File: src/hdl/efbc_pkg.sv
`timescale 1ns / 1ps

package efbc_pkg;

   localparam int IFG_BYTES = 12;
   localparam int HDR_BYTES = 22;
   localparam int PRE_BYTES = 8;
   localparam int CRC_BYTES = 4;
   localparam int CNT_W     = 5;

   localparam logic [31:0] CRC_POLY   = 32'h814141AB;
   localparam logic [31:0] CRC_INIT   = 32'h00000000;
   localparam logic [7:0]  BYTE_START = 8'hFB;
   localparam logic [7:0]  BYTE_PRE   = 8'h55;
   localparam logic [7:0]  BYTE_SFD   = 8'hD5;
   localparam logic [7:0]  BYTE_IDLE  = 8'h07;

   localparam logic [47:0] DEST_MAC_RESET   = 48'h0;
   localparam logic [47:0] SRC_MAC_RESET    = 48'h0;
   localparam logic [15:0] ETHER_TYPE_RESET = 16'hDDDD;

   typedef enum logic [1:0] {
      REG_DEST_MAC   = 2'd0,
      REG_SRC_MAC    = 2'd1,
      REG_ETHER_TYPE = 2'd2,
      REG_NONE       = 2'd3
   } reg_index_type;

   typedef enum logic [2:0] {
      KIND_PRE  = 3'd0,
      KIND_HDR  = 3'd1,
      KIND_PAY  = 3'd2,
      KIND_CRC  = 3'd3,
      KIND_IDLE = 3'd4
   } kind_type;

   typedef enum logic [1:0] {
      ST_HDR,
      ST_PAY,
      ST_CRC,
      ST_IDLE
   } stage_type;

   typedef struct packed {
      logic [7:0] out_byte;
      kind_type   byte_kind;
      logic       last_of_run;
   } result_type;

   function automatic logic [31:0] crc_byte(input logic [31:0] crc, input logic [7:0] data);
      logic [31:0] c;
      logic        fb;
      c = crc;
      for (int i = 7; i >= 0; i--) begin
         fb = c[31] ^ data[i];
         c  = {c[30:0], 1'b0};
         if (fb) begin
            c = c ^ CRC_POLY;
         end
      end
      return c;
   endfunction

   function automatic logic [7:0] hdr_byte(input logic [CNT_W-1:0] idx,
                                           input logic [47:0] dest,
                                           input logic [47:0] src,
                                           input logic [15:0] etype);
      logic [HDR_BYTES*8-1:0] hdr;
      logic [7:0]             base;
      hdr  = {BYTE_START, {6{BYTE_PRE}}, BYTE_SFD, dest, src, etype};
      base = 8'((HDR_BYTES - 1) * 8) - 8'({idx, 3'b000});
      if (32'(idx) >= HDR_BYTES) begin
         return 8'h00;
      end
      return hdr[base +: 8];
   endfunction

endpackage

File: src/hdl/ethernet_frame_builder_crc_unit.sv
`timescale 1ns / 1ps

// Ethernet framer: one payload byte per transfer in, one line byte per transfer out.
// A byte marked first is preceded by 0xFB, six 0x55, the SFD 0xD5, destination MAC,
// source MAC and ether type (22 bytes); a byte marked last is followed by the CRC
// (polynomial 0x814141AB, initial value zero, MSB first, payload only), 12 idle
// bytes 0x07 and 0x07 padding up to a frame length that is a multiple of four.
// An input byte is registered in the sequencer, then in the single output register;
// plain payload bytes flow at one per cycle while the output is not stalled, a first
// byte holds the input during the header, a last byte during the CRC and trailer.
// Registers (csr_index): 0 destination MAC, 1 source MAC, 2 ether type
// (reset 0xDDDD); other indexes are ignored. Write only while the block is idle.

module ethernet_frame_builder_crc_unit (
   input  logic        clock,
   input  logic        reset,
   input  logic        req_valid,
   output logic        req_stall,
   input  logic [7:0]  req_payload_byte,
   input  logic        req_first_byte,
   input  logic        req_last_byte,
   output logic        rsp_valid,
   input  logic        rsp_stall,
   output logic [7:0]  rsp_out_byte,
   output logic [2:0]  rsp_byte_kind,
   output logic        rsp_last_of_run,
   input  logic        csr_valid,
   output logic        csr_ready,
   input  logic [1:0]  csr_index,
   input  logic [47:0] csr_data
);

   logic [47:0]          dest_mac_ff, dest_mac_in;
   logic [47:0]          src_mac_ff, src_mac_in;
   logic [15:0]          ether_type_ff, ether_type_in;
   logic                 rsp_valid_ff, rsp_valid_in;
   efbc_pkg::result_type rsp_ff, rsp_in;

   logic                 slot_free;
   logic                 busy;
   logic                 advance;
   logic                 load;
   logic                 gen_done;
   efbc_pkg::result_type gen;

   assign csr_ready = 1'b1;
   assign slot_free = !rsp_valid_ff || !rsp_stall;
   assign advance   = busy && slot_free;
   assign req_stall = busy && !(slot_free && gen_done);
   assign load      = req_valid && !req_stall;

   always_comb begin
      dest_mac_in   = dest_mac_ff;
      src_mac_in    = src_mac_ff;
      ether_type_in = ether_type_ff;
      if (csr_valid && csr_ready) begin
         case (efbc_pkg::reg_index_type'(csr_index))
            efbc_pkg::REG_DEST_MAC:   dest_mac_in   = csr_data;
            efbc_pkg::REG_SRC_MAC:    src_mac_in    = csr_data;
            efbc_pkg::REG_ETHER_TYPE: ether_type_in = csr_data[15:0];
            default: begin
            end
         endcase
      end
   end

   always_ff @(posedge clock) begin
      if (reset) begin
         dest_mac_ff   <= efbc_pkg::DEST_MAC_RESET;
         src_mac_ff    <= efbc_pkg::SRC_MAC_RESET;
         ether_type_ff <= efbc_pkg::ETHER_TYPE_RESET;
      end else begin
         dest_mac_ff   <= dest_mac_in;
         src_mac_ff    <= src_mac_in;
         ether_type_ff <= ether_type_in;
      end
   end

   efbc_seq u_seq (
      .clock      (clock),
      .reset      (reset),
      .load       (load),
      .load_byte  (req_payload_byte),
      .load_first (req_first_byte),
      .load_last  (req_last_byte),
      .advance    (advance),
      .dest_mac   (dest_mac_ff),
      .src_mac    (src_mac_ff),
      .ether_type (ether_type_ff),
      .busy       (busy),
      .gen        (gen),
      .gen_done   (gen_done)
   );

   // output register
   always_comb begin
      rsp_valid_in = rsp_valid_ff;
      rsp_in       = rsp_ff;
      if (slot_free) begin
         rsp_valid_in = advance;
         rsp_in       = gen;
      end
   end

   always_ff @(posedge clock) begin
      if (reset) begin
         rsp_valid_ff <= 1'b0;
      end else begin
         rsp_valid_ff <= rsp_valid_in;
      end
   end

   always_ff @(posedge clock) begin
      rsp_ff <= rsp_in;
   end

   assign rsp_valid       = rsp_valid_ff;
   assign rsp_out_byte    = rsp_ff.out_byte;
   assign rsp_byte_kind   = rsp_ff.byte_kind;
   assign rsp_last_of_run = rsp_ff.last_of_run;

endmodule

File: src/hdl/efbc_seq.sv
`timescale 1ns / 1ps

module efbc_seq (
   input  logic                   clock,
   input  logic                   reset,
   input  logic                   load,
   input  logic [7:0]             load_byte,
   input  logic                   load_first,
   input  logic                   load_last,
   input  logic                   advance,
   input  logic [47:0]            dest_mac,
   input  logic [47:0]            src_mac,
   input  logic [15:0]            ether_type,
   output logic                   busy,
   output efbc_pkg::result_type   gen,
   output logic                   gen_done
);

   logic                         hold_ff, hold_in;
   logic [7:0]                   byte_ff, byte_in;
   logic                         last_ff, last_in;
   efbc_pkg::stage_type          stage_ff, stage_in;
   logic [efbc_pkg::CNT_W-1:0]   cnt_ff, cnt_in;
   logic [31:0]                  crc_ff, crc_in;
   logic [1:0]                   phase_ff, phase_in;

   logic [1:0]                   phase_next;
   logic [efbc_pkg::CNT_W:0]     cnt_plus;
   logic                         trail_end_crc;
   logic                         trail_end_idle;

   assign busy       = hold_ff;
   assign phase_next = ((stage_ff == efbc_pkg::ST_HDR) && (cnt_ff == '0))
                       ? 2'd1 : phase_ff + 2'd1;
   assign cnt_plus   = {1'b0, cnt_ff} + (efbc_pkg::CNT_W+1)'(1);

   // trailer ends once the idle run is long enough and the frame is word aligned
   assign trail_end_crc  = (efbc_pkg::IFG_BYTES == 0) && (phase_next == 2'd0);
   assign trail_end_idle = (cnt_plus >= (efbc_pkg::CNT_W+1)'(efbc_pkg::IFG_BYTES))
                           && (phase_next == 2'd0);

   // output decode
   always_comb begin
      gen      = '0;
      gen_done = 1'b0;
      case (stage_ff)
         efbc_pkg::ST_HDR: begin
            gen.out_byte  = efbc_pkg::hdr_byte(cnt_ff, dest_mac, src_mac, ether_type);
            gen.byte_kind = (32'(cnt_ff) < efbc_pkg::PRE_BYTES)
                            ? efbc_pkg::KIND_PRE : efbc_pkg::KIND_HDR;
         end
         efbc_pkg::ST_PAY: begin
            gen.out_byte  = byte_ff;
            gen.byte_kind = efbc_pkg::KIND_PAY;
            gen_done      = !last_ff;
         end
         efbc_pkg::ST_CRC: begin
            gen.out_byte  = crc_ff[8*(3 - cnt_ff[1:0]) +: 8];
            gen.byte_kind = efbc_pkg::KIND_CRC;
            gen_done      = (32'(cnt_ff) == efbc_pkg::CRC_BYTES - 1) && trail_end_crc;
         end
         efbc_pkg::ST_IDLE: begin
            gen.out_byte  = efbc_pkg::BYTE_IDLE;
            gen.byte_kind = efbc_pkg::KIND_IDLE;
            gen_done      = trail_end_idle;
         end
         default: begin
            gen.out_byte  = efbc_pkg::BYTE_IDLE;
            gen.byte_kind = efbc_pkg::KIND_IDLE;
         end
      endcase
      gen.last_of_run = gen_done;
   end

   // next state
   always_comb begin
      hold_in  = hold_ff;
      byte_in  = byte_ff;
      last_in  = last_ff;
      stage_in = stage_ff;
      cnt_in   = cnt_ff;
      crc_in   = crc_ff;
      phase_in = phase_ff;
      if (advance && hold_ff) begin
         phase_in = phase_next;
         case (stage_ff)
            efbc_pkg::ST_HDR: begin
               if (cnt_ff == '0) begin
                  crc_in = efbc_pkg::CRC_INIT;
               end
               if (32'(cnt_ff) == efbc_pkg::HDR_BYTES - 1) begin
                  stage_in = efbc_pkg::ST_PAY;
                  cnt_in   = '0;
               end else begin
                  cnt_in = cnt_plus[efbc_pkg::CNT_W-1:0];
               end
            end
            efbc_pkg::ST_PAY: begin
               crc_in = efbc_pkg::crc_byte(crc_ff, byte_ff);
               if (last_ff) begin
                  stage_in = efbc_pkg::ST_CRC;
                  cnt_in   = '0;
               end
            end
            efbc_pkg::ST_CRC: begin
               if (32'(cnt_ff) == efbc_pkg::CRC_BYTES - 1) begin
                  stage_in = efbc_pkg::ST_IDLE;
                  cnt_in   = '0;
               end else begin
                  cnt_in = cnt_plus[efbc_pkg::CNT_W-1:0];
               end
            end
            efbc_pkg::ST_IDLE: begin
               cnt_in = cnt_plus[efbc_pkg::CNT_W-1:0];
            end
            default: begin
               stage_in = efbc_pkg::ST_PAY;
            end
         endcase
         if (gen_done) begin
            hold_in = 1'b0;
            if (stage_ff != efbc_pkg::ST_PAY) begin
               crc_in   = efbc_pkg::CRC_INIT;
               phase_in = 2'd0;
            end
         end
      end
      if (load) begin
         hold_in  = 1'b1;
         byte_in  = load_byte;
         last_in  = load_last;
         stage_in = load_first ? efbc_pkg::ST_HDR : efbc_pkg::ST_PAY;
         cnt_in   = '0;
      end
   end

   always_ff @(posedge clock) begin
      if (reset) begin
         hold_ff  <= 1'b0;
         stage_ff <= efbc_pkg::ST_PAY;
         cnt_ff   <= '0;
         crc_ff   <= efbc_pkg::CRC_INIT;
         phase_ff <= 2'd0;
      end else begin
         hold_ff  <= hold_in;
         stage_ff <= stage_in;
         cnt_ff   <= cnt_in;
         crc_ff   <= crc_in;
         phase_ff <= phase_in;
      end
   end

   always_ff @(posedge clock) begin
      byte_ff <= byte_in;
      last_ff <= last_in;
   end

endmodule

File: config.mk
export PLATFORM = sky130hd
export DESIGN_NAME = ethernet_frame_builder_crc_unit
export DESIGN_NICKNAME = d
export VERILOG_FILES = /design/src/hdl/efbc_pkg.sv /design/src/hdl/ethernet_frame_builder_crc_unit.sv /design/src/hdl/efbc_seq.sv
export SDC_FILE = /design/constraint.sdc
export NUM_CORES = 1
export LEC_CHECK = 0
export BUFFER_PORTS_ARGS = -buffer_cell sky130_fd_sc_hd__buf_2
export CORE_MARGIN = 2
export CORE_UTILIZATION = 45
export DETAILED_ROUTE_END_ITERATION = 6
export GPL_TIMING_DRIVEN = 0
export SLEW_MARGIN = 20
export SYNTH_ARGS = -nofsm -noshare
export SYNTH_HDL_FRONTEND = slang
export SYNTH_SLANG_ARGS = --single-unit
File: constraint.sdc
create_clock -name clock -period 4 [get_ports clock]
set_clock_uncertainty 0.15 [all_clocks]
set_input_delay 0.4 -clock clock [delete_from_list [all_inputs] [get_ports clock]]
set_output_delay 0.4 -clock clock [all_outputs]
set_load 0.1 [all_outputs]
Word-level counts from Yosys, hierarchy flattened
Index checks and enable logic that the tools add are counted.
{"block": "word_totals", "regBits": 176, "in_bits": 65, "out_inout_bits": 15, "word_cells": 128}
{"block": "op_classes", "add_sub_neg": 4, "n_lt_le_gt_ge": 3, "eq_ne": 12, "shift": 2, "n_mux": 50, "bitwise_logic": 16, "reduce_logical": 27}
{"cell": "$mux 32", "count": 25}
{"cell": "$shiftx 176x9->8", "count": 1}
{"cell": "$not 11->11", "count": 8}
{"cell": "$pmux 32 s2", "count": 1}
{"cell": "$pmux 11 s4", "count": 1}
{"cell": "$shiftx 32x33->8", "count": 1}
{"cell": "$pmux 5 s4", "count": 1}
{"cell": "$mux 2", "count": 8}
{"cell": "$mux 8", "count": 2}
{"cell": "$mux 5", "count": 3}
{"cell": "$reduce_and 2->1", "count": 5}
{"cell": "$sub 8x8->8 const A", "count": 1}
{"cell": "$xor 1x1->1", "count": 8}
{"cell": "$logic_and 1x1->1", "count": 7}
{"cell": "$mux 1", "count": 7}
{"cell": "$add 5x1->6 const B", "count": 1}
{"cell": "$eq 2x2->1 const B", "count": 3}
{"cell": "$ge 6x4->1 const B", "count": 1}
{"cell": "$logic_not 2->1", "count": 3}
{"cell": "$ne 3x2->1 const B", "count": 2}
{"cell": "$pmux 2 s3", "count": 1}
{"cell": "$eq 5x2->1 const B", "count": 1}
{"cell": "$eq 5x5->1 const B", "count": 1}
{"cell": "$ge 5x5->1 const B", "count": 1}
{"cell": "14 further kinds", "count": 21}

Longest topological paths before layout
Gate-level depths: netlist of run 1.
{"block": "logic_depth", "ltp_word": 34, "depth_mapped": 11, "depth_no_buf": 9}

Hierarchy
A second synthesis of run 1 with hierarchy kept.
{"block": "unflattened", "cells_unflattened": 891, "area_unflattened_um2": 9400.3}
{"mod": "ethernet_frame_builder_crc_unit", "instances": 1, "cells_each": 457, "area_each_um2": 5051.1, "seq_area_each_um2": 2622.5}
{"mod": "efbc_seq", "instances": 1, "cells_each": 434, "area_each_um2": 4349.2, "seq_area_each_um2": 1111.1}

Worst setup path before layout of run 1
No wires, ideal clock.
{"block": "synth_timing", "kind": "reg2reg", "start": "register u_seq.cnt_ff[1] (netlist bit)", "end": "register u_seq.hold_ff (netlist: u_seq.busy)", "setup_ns": 0.117, "arrival_ns": 2.930, "t_required_ns": 3.733, "setup_slack_ns": 0.803, "path_stages_with_launch": 11, "path_buffers": 3, "synth_period_minus_slack_ns": 3.197, "path_cell_list": "dfxtp_1 -> buf_2 -> buf_2 -> clkbuf_1 -> inv_1 -> ha_1 -> and3_1 -> nor2_1 -> a2bb2oi_1 -> o21a_1 -> o21a_1"}
{"block": "synth_between", "elab_chain_len": 13, "elab_cells_between_ends": 17, "classes_between": "add/sub (1); order compare (1); mux (3); reduce/logical (12)"}
{"element": "start, declared", "line": "efbc_seq.sv:23", "rtl": "logic [efbc_pkg::CNT_W-1:0] cnt_ff, cnt_in;"}
{"element": "start signal, assigned", "line": "efbc_seq.sv:147", "rtl": "cnt_ff <= cnt_in;"}
{"element": "parallel branches: the longest is 4 deep, another holds $add 5x1->6"}
{"element": "$logic_and 1x1->1 (*)", "line": "efbc_seq.sv:40", "rtl": "&& (phase_next == 2'd0);"}
{"element": "$pmux 1 s2 (*)", "line": "efbc_seq.sv:46", "rtl": "case (stage_ff)"}
{"element": "$logic_and 1x1->1 (*)", "line": "ethernet_frame_builder_crc_unit.sv:49", "rtl": "assign req_stall = busy && !(slot_free && gen_done);"}
{"element": "$logic_not 1->1 (*)", "line": "ethernet_frame_builder_crc_unit.sv:49"}
{"element": "$logic_and 1x1->1 (*)", "line": "ethernet_frame_builder_crc_unit.sv:49"}
{"element": "net req_stall", "line": "ethernet_frame_builder_crc_unit.sv:18", "rtl": "output logic req_stall,"}
{"element": "$logic_not 1->1 (*)", "line": "ethernet_frame_builder_crc_unit.sv:50", "rtl": "assign load = req_valid && !req_stall;"}
{"element": "$logic_and 1x1->1 (*)", "line": "ethernet_frame_builder_crc_unit.sv:50"}
{"element": "$reduce_bool 2->1 (no line)"}
{"element": "$reduce_and 2->1 (no line)"}
{"element": "end signal, assigned", "line": "efbc_seq.sv:145", "rtl": "hold_ff <= hold_in;"}
{"element": "end, declared", "line": "efbc_seq.sv:19", "rtl": "logic hold_ff, hold_in;"}
Mark *: on every way through the listed nets, which the timed path passes.
A chain may end at the register's enable or synchronous reset.

Final worst setup path of run 1
{"block": "layout_timing", "start": "register u_seq.cnt_ff[1] (netlist bit)", "end": "output req_stall"}
{"block": "layout_between", "elab_chain_len": 9, "elab_cells_between_ends": 11, "classes_between": "add/sub (1); order compare (1); mux (2); reduce/logical (7)"}
{"element": "parallel branches: the longest is 4 deep, another holds $add 5x1->6"}
{"element": "$logic_and 1x1->1 (*)", "line": "efbc_seq.sv:40"}
{"element": "$pmux 1 s2 (*)", "line": "efbc_seq.sv:46"}
{"element": "$logic_and 1x1->1 (*)", "line": "ethernet_frame_builder_crc_unit.sv:49"}
{"element": "$logic_not 1->1 (*)", "line": "ethernet_frame_builder_crc_unit.sv:49"}
{"element": "$logic_and 1x1->1 (*)", "line": "ethernet_frame_builder_crc_unit.sv:49"}
{"element": "end, declared", "line": "ethernet_frame_builder_crc_unit.sv:18"}
Mark *: on every way between the ends.

==> results of run 1 <==
[area by class of cell]
class / count / area, sq um
inverters: 19 / 71.3
fillers: 1800 / 8740
well taps: 234 / 293
clock buffers: 17 / 425
plain buffers: 68 / 275
repair buffers: 86 / 475
flip-flops and latches: 176 / 3730
multi-input cells: 698 / 4460
clock inverters: 15 / 169
[per-layer routing]
layer  track usage (%)  routed length (um)
met1              33.7               11300
met2              43.2               11900
met3              4.72                1440
met4              9.42                 644
met5                 0                   0
[Yosys cell counts (4+ instances only)]
| cell | instances |
|---|---|
| a211oi_1 | 7 |
| a21oi_1 | 127 |
| a221oi_1 | 4 |
| a22oi_1 | 6 |
| a31oi_1 | 9 |
| a32oi_1 | 15 |
| and2_1 | 4 |
| buf_1 | 8 |
| buf_2 | 8 |
| clkbuf_1 | 51 |
| dfxtp_1 | 155 |
| edfxtp_1 | 21 |
| ha_1 | 11 |
| inv_1 | 18 |
| mux2_2 | 4 |
| mux2i_1 | 7 |
| mux4_2 | 30 |
| nand2_1 | 247 |
| nand3_1 | 17 |
| nand3b_1 | 4 |
| nor2_1 | 54 |
| nor3_1 | 9 |
| o21a_1 | 5 |
| o21ai_0 | 11 |
| o22ai_1 | 16 |
| o32ai_1 | 7 |
| xnor2_1 | 39 |
| xnor2_2 | 4 |
| xor2_1 | 16 |
[path summary, 6_finish.rpt]
path,startpoint,end,slack (ns),cells past startpoint
worst max-delay path,u_seq.cnt_ff[1]$_SDFFE_PP0P_,req_stall,0.27,9
worst min-delay path,csr_data[24],src_mac_ff[24]$_SDFFE_PP0P_,0.05,3
worst max register to register,u_seq.cnt_ff[1]$_SDFFE_PP0P_,u_seq.crc_ff[30]$_SDFFE_PP0P_,0.49,9
worst min register to register,dest_mac_ff[40]$_SDFFE_PP0P_,dest_mac_ff[40]$_SDFFE_PP0P_,0.30,2
[power by group through the flow]
stage / Clock [W] / Sequential (W) / Combinational, W
after floorplan: 0 / 0.00223 / 0.000949
after global placement: 0 / 0.00208 / 0.00137
after detailed placement: 0 / 0.00209 / 0.00138
after CTS: 0.00172 / 0.00205 / 0.00139
after global routing: 0.00178 / 0.00206 / 0.00152
final: 0.00170 / 0.00205 / 0.00140
[per-stage QoR]
stage	hold WS [ns]	total power [W]	setup WS (ns)
finish	0.0497	0.00515	0.273
global route	0.0528	0.00537	0.0234
CTS	0.0425	0.00516	0.0966
detailed placement	0.295	0.00346	-0.0103
global placement	0.289	0.00346	-0.00377
floorplan	0.282	0.00318	0.803
[state kept, by name, indices dropped and copies added (netlist names)]
register and cells:
u_seq.crc_ff 32, u_seq.last_ff 1, u_seq.busy 1, src_mac_ff 48
ether_type_ff 16, u_seq.cnt_ff 5, rsp_last_of_run 1, rsp_valid 1
rsp_out_byte 8, u_seq.phase_ff 2, dest_mac_ff 48, u_seq.stage_ff 2
u_seq.byte_ff 8, rsp_byte_kind 3
[timing repair]
item / in CTS / in global routing
hold endpoints to repair: 9 / 0
hold buffers: 9 / 0
resized for setup: 0 / 2
setup endpoints to repair: 20 / 1
[logic make-up (layout without fill, tap and decap cells)]
logic type,after synthesis,after routing,synth area share (%)
AO/OA/AOI/OAI,222,222,15.6
AND/OR/NAND/NOR,357,357,17.4
adder cells (fa/ha/maj),11,11,1.61
XOR/XNOR,65,65,8.03
buffers and inverters,88,205,4.05
flip-flops,176,176,43.7
other,1,1,0.0439
multiplexers,42,42,9.57
[tightest hold or removal path, delay by kind of cell]
kind | cells | cell delay [ns]
buffers and inverters | 1 | 0.10
AO/OA/AOI/OAI | 1 | 0.05
AND/OR/NAND/NOR | 1 | 0.05
==> flow_metrics.py, run 1 <==
metrics = {
    "clock_tree": {
        "clk_latency_ns": 0.44,
        "root_buffer": "clkbuf_16",
        "cts_made_buffers": 17,
        "clkSlewWorstSetupHoldPaths_ns": 0.07,
        "cts_setup_buffers": 0,
        "htreeDepth": 4,
        "cts_sinks": 176,
        "cts.path.max_buffers": 2,
        "cts_tree": "built",
    },
    "yosys": {
        "yosysTopAreaCell": "dfxtp_1",
        "syn_nets": 1038,
        "synth_seq_cells": 176,
        "syn_area_per_cell_sq_um": 8.87,
        "syn_inst": 962,
        "synth_area_sq_um": 8540,
        "async_reset_ff_share_pct": 0,
        "synth_edf_count": 21,
        "ys_types": 61,
        "synthTopCellsByArea": "dfxtp_1 36%, nand2_1 11%, mux4_2 7.9%, a21oi_1 7.4%, edfxtp_1 7.4%",
        "synth_top_area_share_pct": 36.4,
        "synthFlopType": "dfxtp_1",
        "yosysWarnings": 0,
        "ys_seq_area_share_pct": 43.7,
    },
    "global_routing": {
        "grt_pass1_wl_um": 39200,
        "grt_use_total_pct": 25.9,
        "grt_pass1_vias": 6946,
        "grt_overflow": 0,
        "antenna_found_initial": 0,
        "grt_max_degree": 20,
    },
    "sta": {
        "rsz0062_at_grt": "false",
        "post-route-period-util_pct": 93.2,
        "slew_viol_final": 0,
        "hold_viol": 0,
        "fin_tns_setup_ns": 0,
        "max_slew_margin_pct": 43.0,
        "layout_min_cycle_time_ns": 3.73,
        "setup_viol": 0,
        "worst_pin_slew_ns": 0.850,
        "fmax_mhz": 268,
    },
    "cells_and_area": {
        "num_antenna_cells": 0,
        "final_util_pct": 53.1,
        "layout-drive-gt1-share_pct": 15.7,
        "nets": 1142,
        "layout_commonest_cell": "nand2_1",
        "layout.cells.most_common_list": "247 x nand2_1, 155 x dfxtp_1, 127 x a21oi_1",
        "syn2layout_area_growth_pct": 16.0,
        "final_area_sq_um": 9900,
        "stdcell_count": 1313,
    },
    "power_and_ir_drop": {
        "switching_share_pct": 34.1,
        "power_leakage_nw": 3.60,
        "p_sw_w": 0.00176,
        "p_int_w": 0.00340,
        "pwr-share-comb_pct": 27.2,
        "pwr_density_cell_nw_per_um2": 521,
        "ir_drop_mv": 0.277,
        "seqPwrFrac_pct": 39.8,
        "clock_power_share_pct": 33.1,
    },
    "outcome": {
        "outcome": "finished, final reports clean",
    },
    "job": {
        "max-cap-violations": 0,
    },
    "routing": {
        "drtAntennaViolNets": 0,
        "drc": 0,
        "viasPerCell": 5.61,
        "vias": 7365,
        "routedWlPerCell_um": 19.2,
        "dr.pass1.iters": 5,
        "routed_wl_um": 25300,
        "drtIter0Drc": 534,
    },
    "critical_path": {
        "cpMostUsedCell": "buf_2",
        "path_delay_family": "buffers and inverters",
        "startpoint_type": "register",
        "end_kind": "output pin",
        "slowest_delay_ns": 0.45,
        "critical_path_class": "register to output pin",
        "path_cells": "buf_2 -> clkbuf_4 -> inv_1 -> ha_1 -> and3_1 -> nor2_1 -> a2bb2oi_1 -> o21a_1 -> buf_2",
        "crit_required_ns": 3.45,
        "worst-endpoint-arrival_ns": 3.18,
        "crit_fanout": 19,
        "cp_slowest_cell": "clkbuf_4",
        "critical_path_buf_inv_count": 4,
    },
    "floorplanning": {
        "die_w_um": 142,
        "rows": 50,
        "fp.dieH_um": 142,
        "pin_count": 80,
        "start_util_pct": 45.8,
        "die_area_sq_um": 20100,
        "design.core.area_sq_um": 18600,
    },
    "place": {
        "gp_congestion": 0.880,
        "io_buffers": 77,
        "dpl_cell_area_sq_um": 9210,
        "dp.cells": 1273,
        "place_hpwl_um": 18400,
    },
    "hold_path": {
        "holdCritPathClass": "primary input to register",
    },
}
Power figures use the tool's default switching activity.
==> run 2, diff against run 1 <==
--- a/config.mk
+++ b/config.mk
@@ -8,6 +8,7 @@
 export BUFFER_PORTS_ARGS = -buffer_cell sky130_fd_sc_hd__buf_2
 export CORE_MARGIN = 2
 export CORE_UTILIZATION = 45
+export CTS_BUF_LIST = sky130_fd_sc_hd__clkbuf_4 sky130_fd_sc_hd__clkbuf_8
 export DETAILED_ROUTE_END_ITERATION = 6
 export GPL_TIMING_DRIVEN = 0
 export SLEW_MARGIN = 20
==> run 2 against run 1 <==
  * Hold slack lost 0.043 ns
  * Sequential share of layout area grew 0.63 points
  * Flip-flop and latch count is the same
  * Highest routed layer unchanged
==> flow_metrics.py, run 2 (synthesized netlist as in run 1, its figures left out) <==
metrics = {
    "sta": {
        "post-route-period-util_pct": 93.9,
        "setup_viol": 0,
        "worst_pin_slew_ns": 0.838,
        "rsz0062_at_grt": "false",
        "max_slew_margin_pct": 43.7,
        "fmax_mhz": 266,
        "layout_min_cycle_time_ns": 3.76,
        "slew_viol_final": 0,
        "hold_viol": 0,
    },
    "outcome": {
        "outcome": "finished, final reports clean",
    },
    "cells_and_area": {
        "final_area_sq_um": 9740,
        "num_antenna_cells": 0,
        "syn2layout_area_growth_pct": 14.1,
        "final_util_pct": 52.2,
        "nets": 1145,
        "fill_cells": 1814,
        "largestRegisters": "dest_mac_ff (48), src_mac_ff (48), u_seq.crc_ff (32)",
        "layout.cells.most_common_list": "247 x nand2_1, 155 x dfxtp_1, 127 x a21oi_1",
        "layout_commonest_cell": "nand2_1",
        "layout-drive-gt1-share_pct": 15.6,
    },
    "floorplanning": {
        "die_w_um": 142,
        "pin_count": 80,
        "fp.dieH_um": 142,
        "rows": 50,
        "start_util_pct": 45.8,
        "die_area_sq_um": 20100,
        "design.core.area_sq_um": 18600,
    },
    "power_and_ir_drop": {
        "p_int_w": 0.00303,
        "p_sw_w": 0.00170,
        "switching_share_pct": 36.0,
        "pwr_density_cell_nw_per_um2": 486,
        "seqPwrFrac_pct": 43.2,
        "clock_power_share_pct": 27.1,
        "pwr-share-comb_pct": 29.6,
        "power_leakage_nw": 3.53,
        "ir_drop_mv": 0.272,
    },
    "place": {
        "gp_congestion": 0.880,
        "place_hpwl_um": 18400,
        "dpl_cell_area_sq_um": 9210,
        "io_buffers": 77,
    },
    "critical_path": {
        "slowest_delay_ns": 0.47,
        "cpMostUsedCell": "buf_2",
        "critical_path_buf_inv_count": 4,
        "critical_path_class": "register to output pin",
        "end_kind": "output pin",
        "rrSetupSlack_ns": 0.53,
        "worst-endpoint-arrival_ns": 3.21,
        "crit_fanout": 10,
        "cp_slowest_cell": "dfxtp_1",
        "startpoint_type": "register",
        "path_delay_family": "buffers and inverters",
        "path_cells": "buf_2 -> clkbuf_4 -> inv_1 -> ha_1 -> and3_1 -> nor2_1 -> a2bb2oi_1 -> o21a_1 -> buf_2",
        "crit_required_ns": 3.45,
    },
    "routing": {
        "drtIter0Drc": 577,
        "drc": 0,
        "viasPerCell": 5.53,
        "routedWlPerCell_um": 19.1,
        "vias": 7279,
        "dr.pass1.iters": 5,
        "routed_wl_um": 25100,
        "drtAntennaViolNets": 0,
    },
    "global_routing": {
        "grt_max_degree": 20,
        "antenna_found_initial": 0,
        "grt_pass1_wl_um": 39000,
        "grt_use_total_pct": 25.7,
        "grt_overflow": 0,
        "grt_pass1_vias": 6824,
    },
    "clock_tree": {
        "cts_tree": "built",
        "cts_setup_buffers": 0,
        "clk_latency_ns": 0.48,
        "cts_sinks": 176,
        "cts.path.max_buffers": 2,
        "root_buffer": "clkbuf_8",
        "cts_made_buffers": 17,
        "clkSlewWorstSetupHoldPaths_ns": 0.11,
        "htreeDepth": 4,
    },
    "hold_path": {
        "holdCritPathClass": "primary input to register",
    },
    "job": {
        "max-cap-violations": 0,
    },
}
[run 2: final timing paths]
path                                 start                            end  cells after the start
max           u_seq.cnt_ff[0]$_SDFFE_PP0P_                      req_stall                      9
min                            csr_data[6]  ether_type_ff[6]$_SDFFE_PP1P_                      3
max reg2reg   u_seq.cnt_ff[0]$_SDFFE_PP0P_  u_seq.crc_ff[30]$_SDFFE_PP0P_                      9
min reg2reg  ether_type_ff[5]$_SDFFE_PP0P_  ether_type_ff[5]$_SDFFE_PP0P_                      2
[run 2: layer usage]
layer / vias up / GRT usage (%) / part of all wire, %
li1: 3569 / - / -
met1: 3461 / 33.9 / 45
met2: 209 / 43.1 / 48
met3: 40 / 4.66 / 5.4
met4: 0 / 8.26 / 2.4
met5: - / 0 / 0
[run 2: worst reg2reg max path, stage by stage, from the launching register on]
cell and delay (ns):
dfxtp_1 0.47, buf_2 0.35, clkbuf_4 0.37, inv_1 0.14
ha_1 0.25, and3_1 0.19, o21ai_1 0.68, clkbuf_1 0.53
a32oi_1 0.19, nor2_1 0.11
[run 2: final cells by class]
cell class,count,area [sq um],area share (%)
timing repair buffer,89,505,5.19
tap,234,293,3.01
buffer,68,275,2.83
clock buffer,17,234,2.40
inverter,19,71.3,0.732
clock inverter,15,169,1.73
sequential,176,3730,38.3
multi-input combinational,698,4460,45.8
[run 2: stage by stage]
step	worst slack (ns)	instances	setup TNS, ns	hold WS (ns)	power [W]
6_report	0.244	1316	0	0.00654	0.00474
3_3_place_gp	-0.00377	1273	-0.00377	0.289	0.00346
5_1_grt	0.0291	1316	0	0.00483	0.00496
3_5_place_dp	-0.0103	1273	-0.0321	0.295	0.00346
2_1_floorplan	0.803	962	0	0.282	0.00318
4_1_cts	0.0503	1316	0	0.00413	0.00474
[run 2: repair_timing]
item                                   CTS  global route
setup endpoints to repair                8             1
gates resized for setup                  0             3
hold buffers                            12             0
endpoints found under the hold margin   13             0
[run 2: power by group through the flow]
stage / clock network [W] / registers, W / logic, W
2_1_floorplan: 0 / 0.00223 / 0.000949
3_3_place_gp: 0 / 0.00208 / 0.00137
3_5_place_dp: 0 / 0.00209 / 0.00138
4_1_cts: 0.00130 / 0.00205 / 0.00139
5_1_grt: 0.00137 / 0.00206 / 0.00152
6_report: 0.00129 / 0.00205 / 0.00140
